## config.mk

```make
export PLATFORM = sky130hd
export DESIGN_NAME = seven_segment_scan_blink
export DESIGN_NICKNAME = d
export VERILOG_FILES = /design/src/rtl/core/sssb_pkg.sv /design/src/rtl/core/seven_segment_scan_blink.sv /design/src/rtl/core/sssb_core.sv
export SDC_FILE = /design/constraint.sdc
export NUM_CORES = 1
export LEC_CHECK = 0
export BUFFER_PORTS_ARGS = -buffer_cell sky130_fd_sc_hd__buf_2
export CAP_MARGIN = 15
export CORE_UTILIZATION = 26
export CTS_BUF_LIST = sky130_fd_sc_hd__clkbuf_8 sky130_fd_sc_hd__clkbuf_16
export DETAILED_ROUTE_END_ITERATION = 8
export PLACE_DENSITY = 0.51
export SYNTH_ARGS = -nofsm -noshare
export SYNTH_HDL_FRONTEND = slang
export SYNTH_HIERARCHICAL = 1
export SYNTH_SLANG_ARGS = --single-unit
```

## constraint.sdc

```tcl
create_clock -name clk -period 11.1 [get_ports clk]
set_input_delay 2.22 -clock clk [delete_from_list [all_inputs] [get_ports clk]]
set_output_delay 2.22 -clock clk [all_outputs]
set_load 0.05 [all_outputs]
```

## src/rtl/core/sssb_pkg.sv

```systemverilog
`timescale 1ns / 1ps

package sssb_pkg;

  // Default number of digit positions held in the store
  localparam int MAX_DIGITS_DEFAULT = 8;

  // Item operations
  localparam logic [1:0] OP_REFRESH = 2'd0;
  localparam logic [1:0] OP_CLEAR   = 2'd1;
  localparam logic [1:0] OP_WRITE   = 2'd2;
  localparam logic [1:0] OP_DOT     = 2'd3;

  // Configuration register indexes
  localparam logic [1:0] REG_DIGITS       = 2'd0;
  localparam logic [1:0] REG_BLINK_FIRST  = 2'd1;
  localparam logic [1:0] REG_BLINK_LAST   = 2'd2;
  localparam logic [1:0] REG_BLINK_PERIOD = 2'd3;

  localparam int CFG_INDEX_W = 2;
  localparam int CFG_DATA_W  = 16;

  // Dot segment of a digit byte
  localparam logic [7:0] DOT_BIT = 8'h80;

  typedef struct packed {
    logic [1:0] opcode;
    logic [2:0] position;
    logic [3:0] bcd_value;
  } cmd_t;

  typedef struct packed {
    logic [7:0] segments;
    logic [2:0] digit_select;
  } res_t;

  // Map a BCD value to segments A..G on bits 0..6; anything above nine is blank
  function automatic logic [7:0] bcd_to_seg(input logic [3:0] value);
    logic [7:0] seg;
    unique case (value)
      4'd0:    seg = 8'h3F;
      4'd1:    seg = 8'h06;
      4'd2:    seg = 8'h5B;
      4'd3:    seg = 8'h4F;
      4'd4:    seg = 8'h66;
      4'd5:    seg = 8'h6D;
      4'd6:    seg = 8'h7D;
      4'd7:    seg = 8'h07;
      4'd8:    seg = 8'h7F;
      4'd9:    seg = 8'h6F;
      default: seg = 8'h00;
    endcase
    return seg;
  endfunction

endpackage

```

## src/rtl/core/seven_segment_scan_blink.sv

```systemverilog
`timescale 1ns / 1ps

// Multiplexed seven-segment display controller with digit blinking. The block
// takes one command beat per clock (refresh, clear, write BCD digit, toggle
// dot); each beat is held in the input register and then executed against
// the digit store, and a refresh produces one result beat (segments and
// digit index) through the result register. Throughput is one beat per
// cycle, set by the single input register feeding the digit store and scan
// logic; the command side stalls only while a refresh waits on a stalled
// result register. Configuration writes are taken at any time and should be
// issued only while no command is in flight.

module seven_segment_scan_blink #(
  parameter int MAX_DIGITS = sssb_pkg::MAX_DIGITS_DEFAULT
) (
  input  logic                             clk,
  input  logic                             rst,
  input  logic                             cfg_we,
  input  logic [sssb_pkg::CFG_INDEX_W-1:0] cfg_index,
  input  logic [sssb_pkg::CFG_DATA_W-1:0]  cfg_data,
  input  logic                             cmd_valid,
  output logic                             cmd_stall,
  input  sssb_pkg::cmd_t                   cmd,
  output logic                             res_valid,
  input  logic                             res_stall,
  output sssb_pkg::res_t                   res
);

  logic           s1_valid;
  sssb_pkg::cmd_t s1_item;
  logic           s1_refresh;
  logic           s1_fire;
  logic           res_free;
  sssb_pkg::res_t core_result;

  // Execute the held beat unless its result has nowhere to go
  assign res_free   = !res_valid || !res_stall;
  assign s1_refresh = (s1_item.opcode == sssb_pkg::OP_REFRESH);
  assign s1_fire    = s1_valid && (!s1_refresh || res_free);
  assign cmd_stall  = s1_valid && !s1_fire;

  // Input register
  always_ff @(posedge clk) begin
    if (rst) begin
      s1_valid <= 1'b0;
    end else if (!cmd_stall) begin
      s1_valid <= cmd_valid;
    end
  end

  always_ff @(posedge clk) begin
    if (cmd_valid && !cmd_stall) begin
      s1_item <= cmd;
    end
  end

  sssb_core #(
    .MAX_DIGITS (MAX_DIGITS)
  ) u_core (
    .clk       (clk),
    .rst       (rst),
    .cfg_we    (cfg_we),
    .cfg_index (cfg_index),
    .cfg_data  (cfg_data),
    .fire      (s1_fire),
    .item      (s1_item),
    .result    (core_result)
  );

  // Result register
  always_ff @(posedge clk) begin
    if (rst) begin
      res_valid <= 1'b0;
    end else if (res_free) begin
      res_valid <= s1_fire && s1_refresh;
    end
  end

  always_ff @(posedge clk) begin
    if (s1_fire && s1_refresh) begin
      res <= core_result;
    end
  end

  // A stall is only raised while a beat is held
  a_stall_held: assert property (@(posedge clk) disable iff (rst)
    cmd_stall |-> s1_valid)
    else $error("command stall without a held beat");

  // An executed refresh always reaches the result register
  a_refresh_out: assert property (@(posedge clk) disable iff (rst)
    (s1_fire && s1_refresh) |=> res_valid)
    else $error("refresh lost on the way to the result register");

  // Commands other than refresh never raise a result
  a_no_spurious: assert property (@(posedge clk) disable iff (rst)
    (s1_valid && !s1_refresh) |=> !$rose(res_valid))
    else $error("result raised by a non-refresh command");

endmodule

```

## src/rtl/core/sssb_core.sv

```systemverilog
`timescale 1ns / 1ps

module sssb_core #(
  parameter int MAX_DIGITS = sssb_pkg::MAX_DIGITS_DEFAULT
) (
  input  logic                             clk,
  input  logic                             rst,
  input  logic                             cfg_we,
  input  logic [sssb_pkg::CFG_INDEX_W-1:0] cfg_index,
  input  logic [sssb_pkg::CFG_DATA_W-1:0]  cfg_data,
  input  logic                             fire,
  input  sssb_pkg::cmd_t                   item,
  output sssb_pkg::res_t                   result
);

  localparam int SCAN_W    = (MAX_DIGITS > 1) ? $clog2(MAX_DIGITS) : 1;
  localparam int CNT_W     = $clog2(MAX_DIGITS + 1);
  localparam int WIDE_W    = 5;
  localparam int RST_COUNT = (MAX_DIGITS < 8) ? MAX_DIGITS : 8;

  logic [7:0]        digit_store [MAX_DIGITS];
  logic [CNT_W-1:0]  dig_count;
  logic [SCAN_W-1:0] scan_index;
  logic [15:0]       blink_counter;
  logic [2:0]        blink_first;
  logic [2:0]        blink_last;
  logic [15:0]       blink_period;

  logic [CNT_W-1:0]  count_next;
  logic [CNT_W-1:0]  scan_inc;
  logic [SCAN_W-1:0] scan_next;
  logic [WIDE_W-1:0] scan_wide;
  logic [WIDE_W-1:0] pos_wide;
  logic              pos_ok;
  logic              refresh;
  logic              blink_on;
  logic [16:0]       blink_inc;
  logic [15:0]       blink_next;
  logic              blink_adv;
  logic [15:0]       blink_now;
  logic              blank;

  // Clamp a written digit count to 1..MAX_DIGITS
  always_comb begin
    if (cfg_data[3:0] == 4'd0) begin
      count_next = CNT_W'(1);
    end else if (WIDE_W'(cfg_data[3:0]) > WIDE_W'(MAX_DIGITS)) begin
      count_next = CNT_W'(MAX_DIGITS);
    end else begin
      count_next = CNT_W'(cfg_data[3:0]);
    end
  end

  // Advance the scan, wrapping at the digit count
  assign refresh   = fire && (item.opcode == sssb_pkg::OP_REFRESH);
  assign scan_inc  = CNT_W'(scan_index) + CNT_W'(1);
  assign scan_next = (scan_inc == dig_count) ? '0 : scan_inc[SCAN_W-1:0];
  assign scan_wide = WIDE_W'(scan_next);

  // Step the blink counter once per frame, at digit zero
  assign blink_on   = (blink_period != 16'd0);
  assign blink_inc  = 17'(blink_counter) + 17'd1;
  assign blink_next = (blink_inc == 17'(blink_period)) ? 16'd0 : blink_inc[15:0];
  assign blink_adv  = refresh && blink_on && (scan_next == '0);
  assign blink_now  = blink_adv ? blink_next : blink_counter;

  // Blank digits in the blink range during the second half of the cycle
  assign blank = blink_on
              && (scan_wide >= WIDE_W'(blink_first))
              && (scan_wide <= WIDE_W'(blink_last))
              && (blink_now > (blink_period >> 1));

  assign result.segments     = blank ? 8'h00 : digit_store[scan_next];
  assign result.digit_select = scan_wide[2:0];

  // Writes and toggles only land on digits in use
  assign pos_wide = WIDE_W'(item.position);
  assign pos_ok   = pos_wide < WIDE_W'(dig_count);

  // Scan position, blink counter and configuration
  always_ff @(posedge clk) begin
    if (rst) begin
      dig_count     <= CNT_W'(RST_COUNT);
      scan_index    <= SCAN_W'(RST_COUNT - 1);
      blink_counter <= 16'd0;
      blink_first   <= 3'd0;
      blink_last    <= 3'd0;
      blink_period  <= 16'd0;
    end else if (cfg_we) begin
      unique case (cfg_index)
        sssb_pkg::REG_DIGITS: begin
          dig_count  <= count_next;
          scan_index <= SCAN_W'(count_next - CNT_W'(1));
        end
        sssb_pkg::REG_BLINK_FIRST: begin
          blink_first   <= cfg_data[2:0];
          blink_counter <= 16'd0;
        end
        sssb_pkg::REG_BLINK_LAST: begin
          blink_last    <= cfg_data[2:0];
          blink_counter <= 16'd0;
        end
        sssb_pkg::REG_BLINK_PERIOD: begin
          blink_period  <= cfg_data;
          blink_counter <= 16'd0;
        end
      endcase
    end else if (refresh) begin
      scan_index <= scan_next;
      if (blink_adv) begin
        blink_counter <= blink_next;
      end
    end
  end

  // Each digit cell updates itself on clear, write or dot toggle
  always_ff @(posedge clk) begin
    for (int i = 0; i < MAX_DIGITS; i++) begin
      if (rst) begin
        digit_store[i] <= 8'h00;
      end else if (fire) begin
        unique case (item.opcode)
          sssb_pkg::OP_CLEAR: begin
            digit_store[i] <= 8'h00;
          end
          sssb_pkg::OP_WRITE: begin
            if (pos_ok && (pos_wide == WIDE_W'(i))) begin
              digit_store[i] <= sssb_pkg::bcd_to_seg(item.bcd_value);
            end
          end
          sssb_pkg::OP_DOT: begin
            if (pos_ok && (pos_wide == WIDE_W'(i))) begin
              digit_store[i] <= digit_store[i] ^ sssb_pkg::DOT_BIT;
            end
          end
          sssb_pkg::OP_REFRESH: begin
            digit_store[i] <= digit_store[i];
          end
        endcase
      end
    end
  end

endmodule

```

After elaboration in Yosys (flattened, before gate mapping)

Memory sizes are Yosys's and may differ from the RTL's. A register that Yosys moved wholly into a read port is not among the register bits.
Index checks and enable logic that the tools add are counted.

Input bits: 32
Logic and storage cells: 289
Memories kept: 9
Memory bits (read-only): 896
Output and inout bits: 13
RAM bits: 64
Flip-flop bits (word level): 59

Memories:

| memory          | words | bits a word | rd ports | clocked after Yosys merged registers in | wr ports | RTL line       | RTL |
|---|---|---|---|---|---|---|---|
| (no name shown) | 16    | 7           | 1        | 1                                       | 0        | sssb_pkg.sv:40 | `unique case (value)` |
| (no name shown) | 16    | 7           | 1        | 1                                       | 0        | sssb_pkg.sv:40 |  |
| (no name shown) | 16    | 7           | 1        | 1                                       | 0        | sssb_pkg.sv:40 |  |
| (no name shown) | 16    | 7           | 1        | 1                                       | 0        | sssb_pkg.sv:40 |  |
| (no name shown) | 16    | 7           | 1        | 1                                       | 0        | sssb_pkg.sv:40 |  |
| (no name shown) | 16    | 7           | 1        | 1                                       | 0        | sssb_pkg.sv:40 |  |
| +3 memories     | --    | --          | --       | --                                      | --       | --             |  |

Add/sub/neg operators: 3
Equality and inequality tests: 17
Mux-type cells: 165
Reduce and logical (&&, ||, !) cells: 38
Bitwise logic cells: 40
$lt $le $gt $ge: 5

Operator list:

| kind                                                             | number |
|---|---|
| 8-bit 2-to-1 mux                                                 | 64 |
| 1-bit 2-to-1 mux                                                 | 82 |
| 16-bit 2-to-1 mux                                                | 5 |
| 4-bit 2-to-1 mux                                                 | 10 |
| 1-bit bitwise OR                                                 | 32 |
| 16-bit by 1-bit adder with 17-bit output (second input constant) | 1 |
| 17-bit by 16-bit == test with 1-bit output                       | 1 |
| 1-bit logical AND                                                | 17 |
| 16-bit by 15-bit > comparator with 1-bit output                  | 1 |
| 16-bit nonzero test                                              | 1 |
| 3-bit == test (second input constant)                            | 4 |
| 3-bit 2-to-1 mux                                                 | 4 |
| 2-bit AND reduction                                              | 6 |
| 2-bit == test (second input constant)                            | 4 |
| 1-bit NOT                                                        | 8 |
| 3-bit by 2-bit == test with 1-bit output (second input constant) | 2 |
| 1-bit logical NOT                                                | 5 |
| 5-bit logical NOT                                                | 1 |
| 3-bit by 1-bit adder with 4-bit output (second input constant)   | 1 |
| 2-bit by 1-bit == test with 1-bit output (second input constant) | 2 |
| 4-bit == test                                                    | 1 |
| 4-bit > comparator (second input constant)                       | 1 |
| 2-bit logical NOT                                                | 2 |
| 4-bit logical NOT                                                | 1 |
| other kinds (11)                                                 | 12 |

Longest topological paths before layout

Depth in word-level cells: 11
Gate-level depth with buffers: 20

Cells and area by module

Netlist, hierarchy kept.

By module, submodules not included:

| module                   | cells each | area an instance (um^2) | instances | sequential area each (um^2) |
|---|---|---|---|---|
| sssb_core                | 781        | 6672.6                  | 1         | 2822.7 |
| seven_segment_scan_blink | 31         | 714.4                   | 1         | 640.6 |

Worst setup path after synthesis

OpenSTA, ideal clock, no wires.

Kind: input port to flip-flop
Start: input res_stall
End: register, netlist name res[10]
Stages on the path: 16
Library setup time: 0.292 ns
Arrival: 5.456 ns
Path buffers: 2
Slack: 5.352 ns
Cell sequence: nand2_1 -> o31a_2 -> nor3b_1 -> o211ai_1 -> clkbuf_1 -> buf_1 -> o21ai_0 -> ha_1 -> nor2b_1 -> o21ai_0 -> nand2b_1 -> a21oi_1 -> o311ai_0 -> nor2_1 -> nor4_1 -> nor3_1

Word-level cells in the longest chain between the ends: 10

RTL lines:

| what                                            | RTL line                                        | RTL |
|---|---|---|
| from (decl)                                     | seven_segment_scan_blink.sv:25                  | `input logic res_stall,` |
| 1-bit logical NOT *                             | seven_segment_scan_blink.sv:37                  | `assign res_free = !res_valid \|\| !res_stall;` |
| 1-bit logical OR *                              | seven_segment_scan_blink.sv:37                  |  |
| 1-bit logical OR *                              | seven_segment_scan_blink.sv:39                  | `assign s1_fire = s1_valid && (!s1_refresh \|\| res_free);` |
| 1-bit logical AND *                             | seven_segment_scan_blink.sv:39                  |  |
| named net s1_fire                               | seven_segment_scan_blink.sv:32                  | `logic s1_fire;` |
| 1-bit logical AND *                             | seven_segment_scan_blink.sv:80, sssb_core.sv:55 |  |
| 1-bit logical AND (2 in series)                 | sssb_core.sv:64                                 | `assign blink_adv = refresh && blink_on && (scan_next == '0);` |
| 16-bit 2-to-1 mux                               | sssb_core.sv:65                                 | `assign blink_now = blink_adv ? blink_next : blink_counter;` |
| 16-bit by 15-bit > comparator with 1-bit output | sssb_core.sv:71                                 | `&& (blink_now > (blink_period >> 1));` |
| 1-bit logical AND                               | sssb_core.sv:71                                 |  |

The timed path passes the listed nets; every way through them passes the cells marked *.
A chain may end at the register's enable or synchronous reset.

Worst setup path in the final report

Start: input res_stall
End: register, netlist name res[6]

Word-level cells in the longest chain between the ends: 10

RTL lines:

| what                                            | RTL line |
|---|---|
| 1-bit logical NOT *                             | seven_segment_scan_blink.sv:37 |
| 1-bit logical OR *                              | seven_segment_scan_blink.sv:37 |
| 1-bit logical OR *                              | seven_segment_scan_blink.sv:39 |
| 1-bit logical AND *                             | seven_segment_scan_blink.sv:39 |
| named net s1_fire                               | seven_segment_scan_blink.sv:32 |
| 1-bit logical AND *                             | seven_segment_scan_blink.sv:80, sssb_core.sv:55 |
| 1-bit logical AND (2 in series)                 | sssb_core.sv:64 |
| 16-bit 2-to-1 mux                               | sssb_core.sv:65 |
| 16-bit by 15-bit > comparator with 1-bit output | sssb_core.sv:71 |
| 1-bit logical AND                               | sssb_core.sv:71 |

Marked as above.

==> flow_summary_export.csv <==
group,metric,value,unit
run_status,status,"finished clean",
route,detail_route.first_pass.iterations,5,
clocking,tritoncts_num_sinks,131,
route,drc,0,
synthesis,seq_area_frac_synth,46.88,%
floorplan,die_area,29090,µm²
final_layout,final_layout_size_suffix_gt1_share,11.96,%
clocking,post_cts_hold_buffer_count,0,
sta,finalSetupTns,0,ps
worst_setup_path,setup.worst_path.class,"in2reg",
clocking,clock_tree.buffer_depth,2,
route,average_wire_length_per_cell_after_detail_routing,15.98,µm
clocking,worstSkewPairLatency,420,ps
sta,max_slew_margin,33.33,%
floorplan,die_height,170.6,µm
sta,setup_viol,0,
route,detail_route.iter0.violations,437,
sta,timing.final.hold_violations,0,
final_layout,syn2layout_area_growth,15.19,%
power,combPwrFrac,12.2,%
power,clock_network_fraction_of_design_power,43.7,%
final_layout,antenna_cells,0,
placed_design,dpl_worst_slack,5175,ps
min_path,min_path_type,"reg2reg",
power,leakage,0.003025,µW
route,avgViaCountPerCell,4.871,
global_routing,grt_remaining_overflow,0,
sta,final.setup_skew,9.040,ps
synthesis,synthesis.area,7387,µm²
sta,slew_violations,0,
synthesis,dominantRegCellSynth,"sky130_fd_sc_hd__edfxtp_1",
floorplan,rows,61,
synthesis,postSynthNetCount,876,
global_routing,initial_antenna_violation_count,0,
synthesis,ys_ff_latch,131,
power,worst_ir_drop_vdd,0.00009423,V
worst_setup_path,critPathLaunchType,"input pin",
route,finalWirelength,19670,µm
clocking,tritoncts.num_buffers,17,
clocking,post_cts.resized_instances,0,
worst_setup_path,worstSetupEndpointType,"flip-flop",
power,power.net_switching,350.1,µW
floorplan,die_x,170.6,µm
route,num_vias,5996,
power,post-layout-total-power,1253,µW
synthesis,synth_area_per_cell,9.097,µm²
placed_design,dp.final_hpwl,13820,µm
power,seq_power_share,44.0,%
worst_setup_path,worstPathArrival,5630,ps
clocking,clock_pin_slew_reported_for_the_worst_setup_and_hold_paths_after_clock_tree_synthesis,60,ps
clocking,cts_root_buf,"sky130_fd_sc_hd__clkbuf_16",
final_layout,final_net_count,904,
worst_setup_path,critical_path.max_fanout,23,
synthesis,post_synth_inst_count,812,
floorplan,initial_utilization,26.52,%
route,drtAntennaViolNets,0,
sta,fin_crit_sh,49.32,%
final_layout,layout.filler_cells,2912,
placed_design,finalWeightedCongestion,0.8702,
placed_design,placement.io_buffers,44,
synthesis,synth_enable_flop_cells,84,
clocking,post_cts_buffers,0,
sta,grt_setup_unrepaired,"false",
clocking,tritoncts_clock_tree,"done",
floorplan,core_area,27860,µm²
sta,setup_slack,5625,ps
power,netSwitchingFraction,27.94,%
final_layout,multiInputGateArea,3563,µm²
global_routing,grt_first_pass_wirelength,32130,µm
sta,period_minus_slack,5475,ps
synthesis,synthDistinctLibCells,66,
floorplan,ioPinCount,45,
sta,clock.fmax,0.1827,GHz
clocking,clock_tree.htree_level_count,4,
run,drv_cap,0,
power,power.density,147.2,nW/µm²
power,intPower,902.8,µW
synthesis,yosysWarningCount,6,
worst_setup_path,cp.required,11260,ps
synthesis,synth_async_sr_flop_share,0,%
global_routing,via_count_of_the_first_global_routing_pass,5788,
global_routing,pin_count_of_the_biggest_net_entering_global_routing,55,
global_routing,global_route.usage.total,14.36,%
sta,slew_at_the_pin_closest_to_its_max_slew_limit,995.4,ps
final_layout,register_area,3463,µm²
[placed cells by master, fill, tap and decap left out, types with 19 or more instances in the layout]
cell                         n
sky130_fd_sc_hd__a31oi_1    19
sky130_fd_sc_hd__buf_2      44
sky130_fd_sc_hd__nor2_1     95
sky130_fd_sc_hd__inv_1      44
sky130_fd_sc_hd__a21oi_1    50
sky130_fd_sc_hd__nor3_1     28
sky130_fd_sc_hd__nand3_1    39
sky130_fd_sc_hd__dfxtp_1    47
sky130_fd_sc_hd__ha_1       32
sky130_fd_sc_hd__o21ai_0    19
sky130_fd_sc_hd__nand2_1   113
sky130_fd_sc_hd__edfxtp_1   84
[worst max-delay path, stage by stage]
cell	delay, ps
sky130_fd_sc_hd__buf_2	100
sky130_fd_sc_hd__nand2_1	190
sky130_fd_sc_hd__o31a_2	190
sky130_fd_sc_hd__nor3b_1	430
sky130_fd_sc_hd__o211ai_1	150
sky130_fd_sc_hd__buf_4	250
sky130_fd_sc_hd__a21oi_2	380
sky130_fd_sc_hd__mux2i_1	130
sky130_fd_sc_hd__ha_1	200
sky130_fd_sc_hd__nor2b_1	100
sky130_fd_sc_hd__o21ai_0	80
sky130_fd_sc_hd__nand2b_1	70
sky130_fd_sc_hd__a21oi_1	60
sky130_fd_sc_hd__o311ai_0	270
sky130_fd_sc_hd__nor2_1	90
sky130_fd_sc_hd__nor4_1	400
sky130_fd_sc_hd__buf_4	240
sky130_fd_sc_hd__nor3_1	70
[kinds of logic (layout without fill, tap and decap cells)]
logic type                 after synthesis  count (layout)  share of synthesized area (%)
and+or+nand+nor                        362             362                          23.56
xor gates and xnor gates                26              26                          3.083
DFF                                    131             131                          46.88
adders and majority gates               32              32                          5.420
buffers and inverters                   87             128                          4.878
muxes                                   12              12                          1.626
AOI/OAI and AO/OA                      162             162                          14.55
[synth_stat cells (11+ instances only)]
master	instances	area, µm²
sky130_fd_sc_hd__a21oi_1	50	250.2
sky130_fd_sc_hd__a221oi_1	14	122.6
sky130_fd_sc_hd__a31oi_1	19	118.9
sky130_fd_sc_hd__clkbuf_1	23	86.33
sky130_fd_sc_hd__dfxtp_1	47	940.9
sky130_fd_sc_hd__edfxtp_1	84	2522
sky130_fd_sc_hd__ha_1	32	400.4
sky130_fd_sc_hd__inv_1	43	161.4
sky130_fd_sc_hd__mux2i_1	12	120.1
sky130_fd_sc_hd__nand2_1	113	424.2
sky130_fd_sc_hd__nand2b_1	18	112.6
sky130_fd_sc_hd__nand3_1	39	195.2
sky130_fd_sc_hd__nor2_1	95	356.6
sky130_fd_sc_hd__nor3_1	28	140.1
sky130_fd_sc_hd__nor4_1	11	68.82
sky130_fd_sc_hd__o21ai_0	19	95.09
sky130_fd_sc_hd__xnor2_1	17	148.9
[state kept, by name (all words and copies together) (netlist names)]
name and flops:
u_core/digit_store 64, u_core/blink_counter 16, u_core/blink_period 16, res 11
s1_item 9, u_core/dig_count 4, u_core/blink_first 3, u_core/blink_last 3
u_core/scan_index 3, res_valid 1, s1_valid 1
[layer usage]
metal  wire [µm]  up-vias  track usage [%]
met5           0        -                0
met4         276        0            4.583
met3         699       15            2.568
met2        8888      134            22.50
met1        9807     2872            19.88
li1            -     2975                -
[layout make-up]
type	count	share of cell area (%)
flip-flops and latches	131	40.70
repair buffers	51	3.205
multi-input cells	594	41.88
clock inverters	15	1.676
well taps	378	5.558
inverters	45	1.985
clock buffers	17	4.999
[worst paths after layout]
check,to,cells past startpoint,from,slack [ps]
worst max register to register,res[6],15,u_core/blink_counter[2],5910
worst min register to register,u_core/blink_last[1],2,u_core/blink_last[1],500
worst max-delay path,res[6],18,res_stall,5630
worst min-delay path,u_core/blink_last[1],2,u_core/blink_last[1],500
[stage by stage]
stage / hold slack [ps] / cell area, µm² / util, % / cells
2_1_floorplan: 462.5 / 7387 / - / 812
5_1_grt: 536.4 / 8509 / 30.55 / 1231
3_3_place_gp: 482.9 / 7934 / 28.48 / 1198
6_report: 498.8 / 8509 / 30.55 / 1231
4_1_cts: 503.0 / 8502 / 30.52 / 1230
3_5_place_dp: 487.9 / 7934 / 28.48 / 1198
[power by group through the flow]
stage	clock network [µW]	registers [µW]	logic (µW)
finish	548	552	153
global route	582	554	172
CTS	561	552	154
detailed placement	0	562	154
global placement	0	562	152
floorplan	0	561	103
Power figures use the tool's default switching activity.
